`config.mk`:
```
export PLATFORM = sky130hd
export DESIGN_NAME = flag_escape_frame_decoder
export DESIGN_NICKNAME = d
export VERILOG_FILES = /design/src/rtl/fefd_pkg.sv /design/src/rtl/flag_escape_frame_decoder.sv
export SDC_FILE = /design/constraint.sdc
export NUM_CORES = 1
export LEC_CHECK = 0
export BUFFER_PORTS_ARGS = -buffer_cell sky130_fd_sc_hd__buf_2
export CAP_MARGIN = 20
export CELL_PAD_IN_SITES_DETAIL_PLACEMENT = 2
export CELL_PAD_IN_SITES_GLOBAL_PLACEMENT = 2
export CORE_UTILIZATION = 40
export DETAILED_ROUTE_END_ITERATION = 8
export GPL_TIMING_DRIVEN = 0
export HOLD_SLACK_MARGIN = 0.15
export PLACE_DENSITY_LB_ADDON = 0.1
export SYNTH_ARGS = -nofsm -noshare
export SYNTH_HDL_FRONTEND = slang
export SYNTH_SLANG_ARGS = --single-unit
```
`constraint.sdc`:
```
create_clock -name clk_i -period 6.9 [get_ports clk_i]
set_input_delay 1.035 -clock clk_i [delete_from_list [all_inputs] [get_ports clk_i]]
set_output_delay 1.035 -clock clk_i [all_outputs]
set_load 0.03 [all_outputs]
```
`src/rtl/fefd_pkg.sv`:
```
// Package for the flag/escape frame decoder: constants, codes and types.
package fefd_pkg;

  localparam logic [7:0] FlagByte    = 8'h7E;
  localparam logic [7:0] EscByte     = 8'h7D;
  localparam logic [7:0] EscCodeEsc  = 8'h01;
  localparam logic [7:0] EscCodeFlag = 8'h02;

  localparam int unsigned HdrSlots     = 7;
  localparam int unsigned MaxUserBytes = 256;
  localparam int unsigned MaxSlots     = HdrSlots + MaxUserBytes;

  // position counter holds 0..MaxSlots
  localparam int unsigned PosW = $clog2(MaxSlots + 1);
  // user count width, never narrower than the 8-bit field it saturates into
  localparam int unsigned CntW = (PosW > 8) ? PosW : 8;

  localparam logic [3:0] RoleChecksum = 4'd0;
  localparam logic [3:0] RoleUser     = 4'd7;
  localparam logic [3:0] RoleEnd      = 4'd8;

  typedef enum logic [1:0] {
    ErrNone    = 2'd0,
    ErrBadEsc  = 2'd1,
    ErrTooLong = 2'd2
  } err_e;

  typedef enum logic [2:0] {
    StOk       = 3'd0,
    StChecksum = 3'd1,
    StBadEsc   = 3'd2,
    StTooShort = 3'd3,
    StTooLong  = 3'd4
  } status_e;

endpackage

```
`src/rtl/flag_escape_frame_decoder.sv`:
```
// Flag/escape frame decoder: 7E framing, 7D escapes, per-byte role tagging, additive checksum.
//
// Takes one raw link byte per cycle and, when the output side does not stall, sustains one byte
// per cycle. A byte goes through an input register, one pass of decode logic that updates the
// frame state, and the result register. Flags that open a frame, repeated openers, escape
// prefixes, bytes outside a frame and user bytes past the length limit produce no result. The
// closing flag produces one end result carrying the computed sum, the user byte count and the
// frame status. Input stall is raised only while a byte waits in the input register and the
// result register is held by a stall.
module flag_escape_frame_decoder
  import fefd_pkg::*;
(
  input  logic       clk_i,
  input  logic       rst_ni,
  input  logic       in_valid_i,
  output logic       in_stall_o,
  input  logic [7:0] rx_byte_i,
  output logic       out_valid_o,
  input  logic       out_stall_i,
  output logic [7:0] byte_value_o,
  output logic [3:0] byte_role_o,
  output logic [7:0] user_index_o,
  output logic       frame_last_o,
  output logic [2:0] frame_status_o
);

  // input register
  logic       s1_valid_q, s1_valid_d;
  logic [7:0] s1_byte_q, s1_byte_d;

  // frame state
  logic            in_frame_q, in_frame_d;
  logic            esc_q, esc_d;
  logic [PosW-1:0] pos_q, pos_d;
  logic [7:0]      sum_q, sum_d;
  logic [7:0]      chk_q, chk_d;
  err_e            err_q, err_d;

  // result register
  logic       out_valid_q, out_valid_d;
  logic [7:0] val_q, val_d;
  logic [3:0] role_q, role_d;
  logic [7:0] idx_q, idx_d;
  logic       last_q, last_d;
  logic [2:0] stat_q, stat_d;

  logic            out_hold;
  logic            proc_en;
  logic            emit;
  logic [7:0]      dec_val;
  logic            dec_ok;
  logic            dec_bad;
  err_e            err_eff;
  logic [CntW-1:0] user_cnt;

  assign out_hold   = out_valid_q && out_stall_i;
  assign proc_en    = s1_valid_q && !out_hold;
  assign in_stall_o = s1_valid_q && out_hold;

  assign user_cnt = CntW'(pos_q) - CntW'(HdrSlots);

  always_comb begin
    s1_valid_d = s1_valid_q;
    s1_byte_d  = s1_byte_q;
    if (!in_stall_o) begin
      s1_valid_d = in_valid_i;
      s1_byte_d  = rx_byte_i;
    end
  end

  always_comb begin
    in_frame_d = in_frame_q;
    esc_d      = esc_q;
    pos_d      = pos_q;
    sum_d      = sum_q;
    chk_d      = chk_q;
    err_d      = err_q;
    emit       = 1'b0;
    val_d      = val_q;
    role_d     = role_q;
    idx_d      = idx_q;
    last_d     = last_q;
    stat_d     = stat_q;
    dec_val    = s1_byte_q;
    dec_ok     = 1'b0;
    dec_bad    = 1'b0;
    err_eff    = err_q;

    if (proc_en) begin
      if (!in_frame_q) begin
        if (s1_byte_q == FlagByte) begin
          in_frame_d = 1'b1;
          esc_d      = 1'b0;
          pos_d      = '0;
          sum_d      = '0;
          chk_d      = '0;
          err_d      = ErrNone;
        end
      end else if (s1_byte_q == FlagByte) begin
        // repeated opener is ignored; anything else closes the frame
        if (pos_q != '0 || esc_q) begin
          if (esc_q && err_q == ErrNone) err_eff = ErrBadEsc;
          err_d = err_eff;
          if (err_eff == ErrBadEsc) stat_d = StBadEsc;
          else if (err_eff == ErrTooLong) stat_d = StTooLong;
          else if (pos_q < PosW'(HdrSlots)) stat_d = StTooShort;
          else if (sum_q != chk_q) stat_d = StChecksum;
          else stat_d = StOk;
          emit   = 1'b1;
          val_d  = sum_q;
          role_d = RoleEnd;
          last_d = 1'b1;
          if (pos_q < PosW'(HdrSlots)) idx_d = '0;
          else if (user_cnt > CntW'(255)) idx_d = 8'hFF;
          else idx_d = user_cnt[7:0];
          in_frame_d = 1'b0;
          esc_d      = 1'b0;
        end
      end else begin
        if (esc_q) begin
          esc_d  = 1'b0;
          dec_ok = 1'b1;
          if (s1_byte_q == EscCodeEsc) dec_val = EscByte;
          else if (s1_byte_q == EscCodeFlag) dec_val = FlagByte;
          else dec_bad = 1'b1;
        end else if (s1_byte_q == EscByte) begin
          esc_d = 1'b1;
        end else begin
          dec_ok = 1'b1;
        end

        if (dec_ok) begin
          if (pos_q >= PosW'(MaxSlots)) begin
            if (err_q == ErrNone) err_d = ErrTooLong;
          end else begin
            if (dec_bad) begin
              if (err_q == ErrNone) err_d = ErrBadEsc;
              dec_val = '0;
            end
            emit   = 1'b1;
            val_d  = dec_val;
            last_d = 1'b0;
            stat_d = StOk;
            if (pos_q < PosW'(HdrSlots)) begin
              role_d = pos_q[3:0];
              idx_d  = '0;
            end else begin
              role_d = RoleUser;
              idx_d  = user_cnt[7:0];
            end
            if (!dec_bad) begin
              if (pos_q == '0) chk_d = dec_val;
              else if (pos_q >= PosW'(3)) sum_d = sum_q + dec_val;
            end
            pos_d = pos_q + PosW'(1);
          end
        end
      end
    end

    out_valid_d = out_valid_q;
    if (!out_hold) out_valid_d = emit;
  end

  always_ff @(posedge clk_i or negedge rst_ni) begin
    if (!rst_ni) begin
      s1_valid_q  <= 1'b0;
      in_frame_q  <= 1'b0;
      esc_q       <= 1'b0;
      pos_q       <= '0;
      sum_q       <= '0;
      chk_q       <= '0;
      err_q       <= ErrNone;
      out_valid_q <= 1'b0;
    end else begin
      s1_valid_q  <= s1_valid_d;
      in_frame_q  <= in_frame_d;
      esc_q       <= esc_d;
      pos_q       <= pos_d;
      sum_q       <= sum_d;
      chk_q       <= chk_d;
      err_q       <= err_d;
      out_valid_q <= out_valid_d;
    end
  end

  always_ff @(posedge clk_i) begin
    s1_byte_q <= s1_byte_d;
    val_q     <= val_d;
    role_q    <= role_d;
    idx_q     <= idx_d;
    last_q    <= last_d;
    stat_q    <= stat_d;
  end

  assign out_valid_o    = out_valid_q;
  assign byte_value_o   = val_q;
  assign byte_role_o    = role_q;
  assign user_index_o   = idx_q;
  assign frame_last_o   = last_q;
  assign frame_status_o = stat_q;

  a_end_role: assert property (@(posedge clk_i) disable iff (!rst_ni)
    out_valid_o && frame_last_o |-> byte_role_o == RoleEnd)
    else $error("end result without end role");

  a_byte_status_ok: assert property (@(posedge clk_i) disable iff (!rst_ni)
    out_valid_o && !frame_last_o |-> frame_status_o == StOk && byte_role_o != RoleEnd)
    else $error("byte result with status or end role");

  a_stall_cause: assert property (@(posedge clk_i) disable iff (!rst_ni)
    in_stall_o |-> out_valid_o && out_stall_i)
    else $error("input stalled without output back-pressure");

  a_pos_limit: assert property (@(posedge clk_i) disable iff (!rst_ni)
    pos_q <= PosW'(MaxSlots))
    else $error("frame position past limit");

  a_esc_in_frame: assert property (@(posedge clk_i) disable iff (!rst_ni)
    esc_q |-> in_frame_q)
    else $error("escape pending outside a frame");

endmodule
```
# --- Word level (Yosys, flattened, before mapping) ---
# Cells that the tools add are included.
word_totals:
  ff_bits: 63
  word_cells: 153
  inputBits: 12
  output_inout_bits: 26
op_classes:
  n_eq_ne: 15
  n_reduce_logical: 20
  n_addsub: 3
  muxes: 97
  n_lt_le_gt_ge: 4
ops:
  columns: ["operator", "n"]
  rows:
  - ["2-to-1 mux 8 bit", 34]
  - ["2-to-1 mux 9 bit", 5]
  - ["2-to-1 mux 1 bit", 32]
  - ["2-to-1 mux 2 bit", 15]
  - ["2-to-1 mux 4 bit", 5]
  - ["2-to-1 mux 3 bit", 6]
  - ["== test 8 x 7 -> 1 bit, second input constant", 2]
  - ["AND reduction 7 bit", 2]
  - ["AND reduction 5 bit", 2]
  - ["adder 9 x 1 -> 9 bit, second input constant", 1]
  - [">= comparator 9 x 2 -> 1 bit, second input constant", 1]
  - [">= comparator 9 bit, second input constant", 1]
  - ["greater-than comparator 9 x 8 -> 1 bit, second input constant", 1]
  - ["zero test 9 bit", 1]
  - ["less-than comparator 9 x 3 -> 1 bit, second input constant", 1]
  - ["nonzero test 9 bit", 1]
  - ["subtractor 9 x 3 -> 9 bit, second input constant", 1]
  - ["adder 8 bit", 1]
  - ["== test 8 x 1 -> 1 bit, second input constant", 1]
  - ["== test 8 x 2 -> 1 bit, second input constant", 1]
  - ["inequality test 2 bit, second input constant", 4]
  - ["inequality test 8 bit", 1]
  - ["AND reduction 8 bit", 1]
  - ["nonzero test 2 bit", 4]
  - ["11 further kinds", 15]

# --- Depth between registers and ports, before layout ---
depth:
  word_depth: 21
  ltp_mapped: 13
  mapped_depth_nobuf: 12

# --- Least setup slack after synthesis ---
# OpenSTA, ideal clock, no wires.
synth_timing:
  path_kind: "reg2reg"
  startpoint: "register pos_q[4]"
  endpoint: "register role_q[0] (netlist: byte_role_o[0]) (enable)"
  path_stages_with_launch: 6
  synth_period_minus_slack_ns: 3.970
  setup_time_ns: 0.445
  t_arrival_ns: 3.525
  required_time_ns: 6.455
  slack_ns: 2.930
  path_buffers: 1
  path_cell_list: "dfrtp_1 > buf_6 > or4_4 > o41ai_2 > o21ai_0 > a211oi_1"
synth_via:
  elab_chain_len: 4
  word_cells_on_any_way: 6
  cone_classes: "order compare: 1; eq/ne: 2; reduce/logical: 3"
synth_rtl:
  columns: ["item", "line", "rtl"]
  rows:
  - ["start: declaration", "flag_escape_frame_decoder.sv:34", "logic [PosW-1:0] pos_q, pos_d;"]
  - ["start signal: assignment", "flag_escape_frame_decoder.sv:179", "pos_q <= pos_d;"]
  - ["branches (longest 3 deep; another with >= comparator 9 bit)", null, null]
  - ["AND reduction 5 bit (no source line) (*)", null, null]
  - ["end signal: assignment", "flag_escape_frame_decoder.sv:190", "role_q <= role_d;"]
  - ["end: declaration", "flag_escape_frame_decoder.sv:42", "logic [3:0] role_q, role_d;"]
# Every way passes the cells marked *.
# A chain may end at the register's enable or synchronous reset.

# --- Worst setup path in the final report ---
layout_timing:
  startpoint: "register s1_byte_q[4]"
  endpoint: "register sum_q[7]"
layout_via:
  elab_chain_len: 21
  word_cells_on_any_way: 40
  cone_classes: "add/sub: 1; eq/ne: 8; mux: 27; reduce/logical: 4"
layout_rtl:
  columns: ["item", "line", "rtl"]
  rows:
  - ["start: declaration", "flag_escape_frame_decoder.sv:29", "logic [7:0] s1_byte_q, s1_byte_d;"]
  - ["start signal: assignment", "flag_escape_frame_decoder.sv:188", "s1_byte_q <= s1_byte_d;"]
  - ["== test 8 x 2 -> 1 bit", "flag_escape_frame_decoder.sv:124", "else if (s1_byte_q == EscCodeFlag) dec_val = FlagByte;"]
  - ["2-to-1 mux 1 bit", "flag_escape_frame_decoder.sv:124", null]
  - ["2-to-1 mux 1 bit", "flag_escape_frame_decoder.sv:123", "if (s1_byte_q == EscCodeEsc) dec_val = EscByte;"]
  - ["2-to-1 mux 1 bit", "flag_escape_frame_decoder.sv:120", "if (esc_q) begin"]
  - ["2-to-1 mux 1 bit", "flag_escape_frame_decoder.sv:99", "end else if (s1_byte_q == FlagByte) begin"]
  - ["2-to-1 mux 1 bit", "flag_escape_frame_decoder.sv:90", "if (!in_frame_q) begin"]
  - ["2-to-1 mux 1 bit", "flag_escape_frame_decoder.sv:89", "if (proc_en) begin"]
  - ["2-to-1 mux 8 bit", "flag_escape_frame_decoder.sv:136", "if (dec_bad) begin"]
  - ["(+5 left out)", null, null]
  - ["adder 8 bit", "flag_escape_frame_decoder.sv:153", "else if (pos_q >= PosW'(3)) sum_d = sum_q + dec_val;"]
  - ["2-to-1 mux 8 bit", "flag_escape_frame_decoder.sv:153", null]
  - ["2-to-1 mux 8 bit", "flag_escape_frame_decoder.sv:152", "if (pos_q == '0) chk_d = dec_val;"]
  - ["2-to-1 mux 8 bit", "flag_escape_frame_decoder.sv:151", "if (!dec_bad) begin"]
  - ["2-to-1 mux 8 bit", "flag_escape_frame_decoder.sv:133", "if (pos_q >= PosW'(MaxSlots)) begin"]
  - ["2-to-1 mux 8 bit", "flag_escape_frame_decoder.sv:132", "if (dec_ok) begin"]
  - ["2-to-1 mux 8 bit", "flag_escape_frame_decoder.sv:99", null]
  - ["2-to-1 mux 8 bit", "flag_escape_frame_decoder.sv:90", null]
  - ["end signal: assignment", "flag_escape_frame_decoder.sv:180", "sum_q <= sum_d;"]
  - ["end: declaration", "flag_escape_frame_decoder.sv:35", "logic [7:0] sum_q, sum_d;"]
# Several ways; a longest one is shown, not always the timed one. The select of a mux whose other input is x is not followed.

==> run_results.csv <==
group,metric,value,unit
run_status,status,"completed",
clocking,clkTransAtPathRegs,0.08,ns
min_path,hold_path_startpoint,"out_valid_o$_DFFE_PN0N_",
clocking,worstSkewPairLatency,0.35,ns
setup_path,cp_top_family,"compound AO/OA/AOI/OAI gates",
synth,syn-cell-area,3500,sq um
setup_path,path_class,"flop to flop",
drt,first_iter_violations,107,
final_layout,drive_gt1_share,16.91,%
setup_path,cp_common_cell,"o211ai_1",
sta,grt_setup_unrepaired,"no",
sta,max_slew_margin,36.79,%
synth,ys_types,55,
power,p_leak,1.655,nW
synth,synth_cells,354,
sta,setup-tns-final,0,ns
setup_path,crit_fanout,6,
setup_path,cp.required,7.14,ns
clocking,clockBufferDepth,2,
drt,via_per_inst,5.786,
sta,post-route-period-util,57.88,%
synth,synth-seq-area-share,49.62,%
final_layout,fin_nets,426,
drt,ant_nets,0,
clocking,post_cts_buffers,0,
setup_path,crit_buf_inv,1,
synth,synth-seq-cells,63,
clocking,cts_resized,0,
setup_path,r2r_start,"s1_byte_q[4]$_DFFE_PN_",
synth,syn_area_per_cell,9.886,sq um
clocking,tritoncts,"done",
global_route,grt_max_degree,32,
placed_design,hpwlAfterDp,7.876,mm
clocking,h-tree-depth,3,
sta,slew_viol_final,0,
min_path,holdPathStages,1,
power,p_per_area,372.4,nW/um^2
clocking,cts_buffers,9,
sta,worst_pin_slew,0.9437,ns
sta,fin_ws,2.906,ns
setup_path,path_cells,"or4_1 > o41ai_2 > nand2_1 > inv_1 > ha_1 > a21o_1 > a221oi_1 > o211ai_1 > a211o_1 > o211ai_1 > nor4_1 > a311o_1",
placed_design,numPortBuffers,37,
synth,synthesis.nets,377,
synth,synth_edf_count,32,
die,fp.dieH,95.54,microns
global_route,track_usage,26.29,%
sta,max_freq,250.4,MHz
final_layout,area_growth,16.66,%
global_route,grt_overflow,0,
setup_path,startpoint_type,"flop",
placed_design,pre_cts_slack,2.948,ns
setup_path,endpoint_kind,"flop",
power,ir_drop,137.1,uV
global_route,grt_pass1_wl,17.59,mm
synth,synth_top_area_cell,"edfxtp_1",
drt,firstDrtPassIters,4,
synth,yosys-top-cells-area,"edfxtp_1 (27%), dfrtp_1 (22%), o21ai_0 (4.3%)",
clocking,clkSinkCount,63,
setup_path,cp.arrival,4.23,ns
final_layout,antenna_cells,0,
sta,setup_viol_count_final,0,
sta,fin_skew,0.009866,ns
synth,ys.flop_type,"edfxtp_1",
setup_path,r2r_slack,2.91,ns
sta,post-route-min-period,3.994,ns
flow_run,drv_cap,0,
die,die-area,9127,sq um
synth,synth_top_area_share,27.46,%
placed_design,gp_congestion,0.7904,
die,start_util,41.96,%
global_route,first_global_vias,3223,
die,die_w,95.54,microns
setup_path,critPathMaxStageDelay,0.65,ns
die,ioPinCount,38,
die,coreArea,8341,sq um
min_path,hold_class,"flop to flop",
drt,routed_wl,10.98,mm
clocking,cts_hold_buf,0,
setup_path,crit_slowest_cell,"o41ai_2",
synth,async_flop_share,49.21,%
setup_path,rr_worst_depth,12,
sta,finalHoldViolCount,0,
drt,wl_per_cell,21.41,microns
die,fp-row-count,33,
power,power,1.521,mW
min_path,holdPathEnd,"out_valid_o$_DFFE_PN0N_",
drt,drc,0,
setup_path,rr_endpoint,"sum_q[7]$_DFFE_PN0P_",
global_route,antenna_found_initial,0,
drt,dr_total_vias,2968,
synth,yosys_warnings,0,
clocking,cts_root_buf,"clkbuf_8",
-- area by class of cell --
cell class	instances	area [sq um]
fillers	880	4258
flip-flops and latches	63	1737
multi-input cells	259	1644
repair buffers	38	200.2
clock buffers	10	148.9
well taps	105	131.4
plain buffers	22	93.84
clock inverters	6	90.09
inverters	10	37.54
-- logic make-up after synthesis --
kind of cell | count (synthesis) | synth area share, %
adders and majority gates | 12 | 4.433
buffers and inverters | 32 | 3.754
AOI/OAI and AO/OA | 92 | 17.27
xor gates and xnor gates | 21 | 5.255
and+or+nand+nor | 129 | 18.13
DFF | 63 | 49.62
muxes | 5 | 1.537
-- worst register-to-register path: cells and delay by family (launching register included) --
family | cells | cell delay [ns]
fa+ha+maj | 1 | 0.26
buf+inv | 1 | 0.16
compound gates | 7 | 2.11
flops | 1 | 0.45
simple gates | 3 | 0.90
-- through the flow --
stage	utilization, %	area [sq um]	instances	hold WS, ns
final	48.95	4083	513	0.5343
after detailed placement	46.08	3844	497	0.5230
after floorplan	-	3500	354	0.4901
after global placement	45.75	3816	496	0.5031
after CTS	48.95	4083	513	0.5417
after global routing	48.95	4083	513	0.5828
-- metal layers --
| layer | vias to the layer above | track usage, % | routed length, microns |
|---|---|---|---|
| met1 | 1531 | 34.50 | 5146 |
| li1 | 1375 | - | - |
| met5 | - | 0 | 0 |
| met3 | 8 | 3.190 | 250 |
| met4 | 0 | 6.716 | 100 |
| met2 | 54 | 45.77 | 5483 |
-- worst max-delay path by stage --
| stage | startpoint | endpoint | cells past startpoint |
|---|---|---|---|
| 2_1_floorplan | pos_q[4]$_DFFE_PN0P_ | byte_role_o[0]$_SDFFCE_PP0P_ | 5 |
| 3_5_place_dp | s1_byte_q[4]$_DFFE_PN_ | sum_q[7]$_DFFE_PN0P_ | 12 |
| 5_1_grt | s1_byte_q[4]$_DFFE_PN_ | sum_q[7]$_DFFE_PN0P_ | 12 |
| 4_1_cts | s1_byte_q[4]$_DFFE_PN_ | sum_q[7]$_DFFE_PN0P_ | 12 |
| 6_report | s1_byte_q[4]$_DFFE_PN_ | sum_q[7]$_DFFE_PN0P_ | 12 |
| 3_3_place_gp | pos_q[0]$_DFFE_PN0P_ | byte_value_o[5]$_DFFE_PP_ | 6 |
-- cell usage in the layout, fill, tap and decap left out, drive strengths merged, types with 10 or more instances in the layout --
cell type / count
buf: 42
nand2: 35
edfxtp: 32
dfrtp: 31
o21ai: 31
nor2: 30
clkbuf: 28
a21oi: 23
nand3: 18
xnor2: 17
nor3: 13
inv: 11
ha: 10
-- flip-flops by register name (all words and copies together) (netlist names) --
signal,cells
s1_byte_q,8
err_q,2
user_index_o,8
frame_last_o,1
frame_status_o,3
esc_q,1
byte_role_o,4
byte_value_o,8
sum_q,8
out_valid_o,1
pos_q,9
s1_valid_q,1
chk_q,8
in_frame_q,1
-- report_power, final --
group	total, mW	switching, mW	internal [mW]
sequential	0.572	0.0779	0.494
clock	0.397	0.170	0.227
combinational	0.552	0.346	0.206
-- cell usage after synthesis, types with 10 or more instances --
| cell type | instances |
|---|---|
| inv_1 | 10 |
| nand3_1 | 18 |
| nor3_1 | 13 |
| nor2_1 | 29 |
| dfrtp_1 | 31 |
| edfxtp_1 | 32 |
| ha_1 | 10 |
| a21oi_1 | 23 |
| clkbuf_1 | 18 |
| xnor2_1 | 17 |
| o21ai_0 | 30 |
| nand2_1 | 35 |
Note: power is estimated with default switching activity, not from simulation.
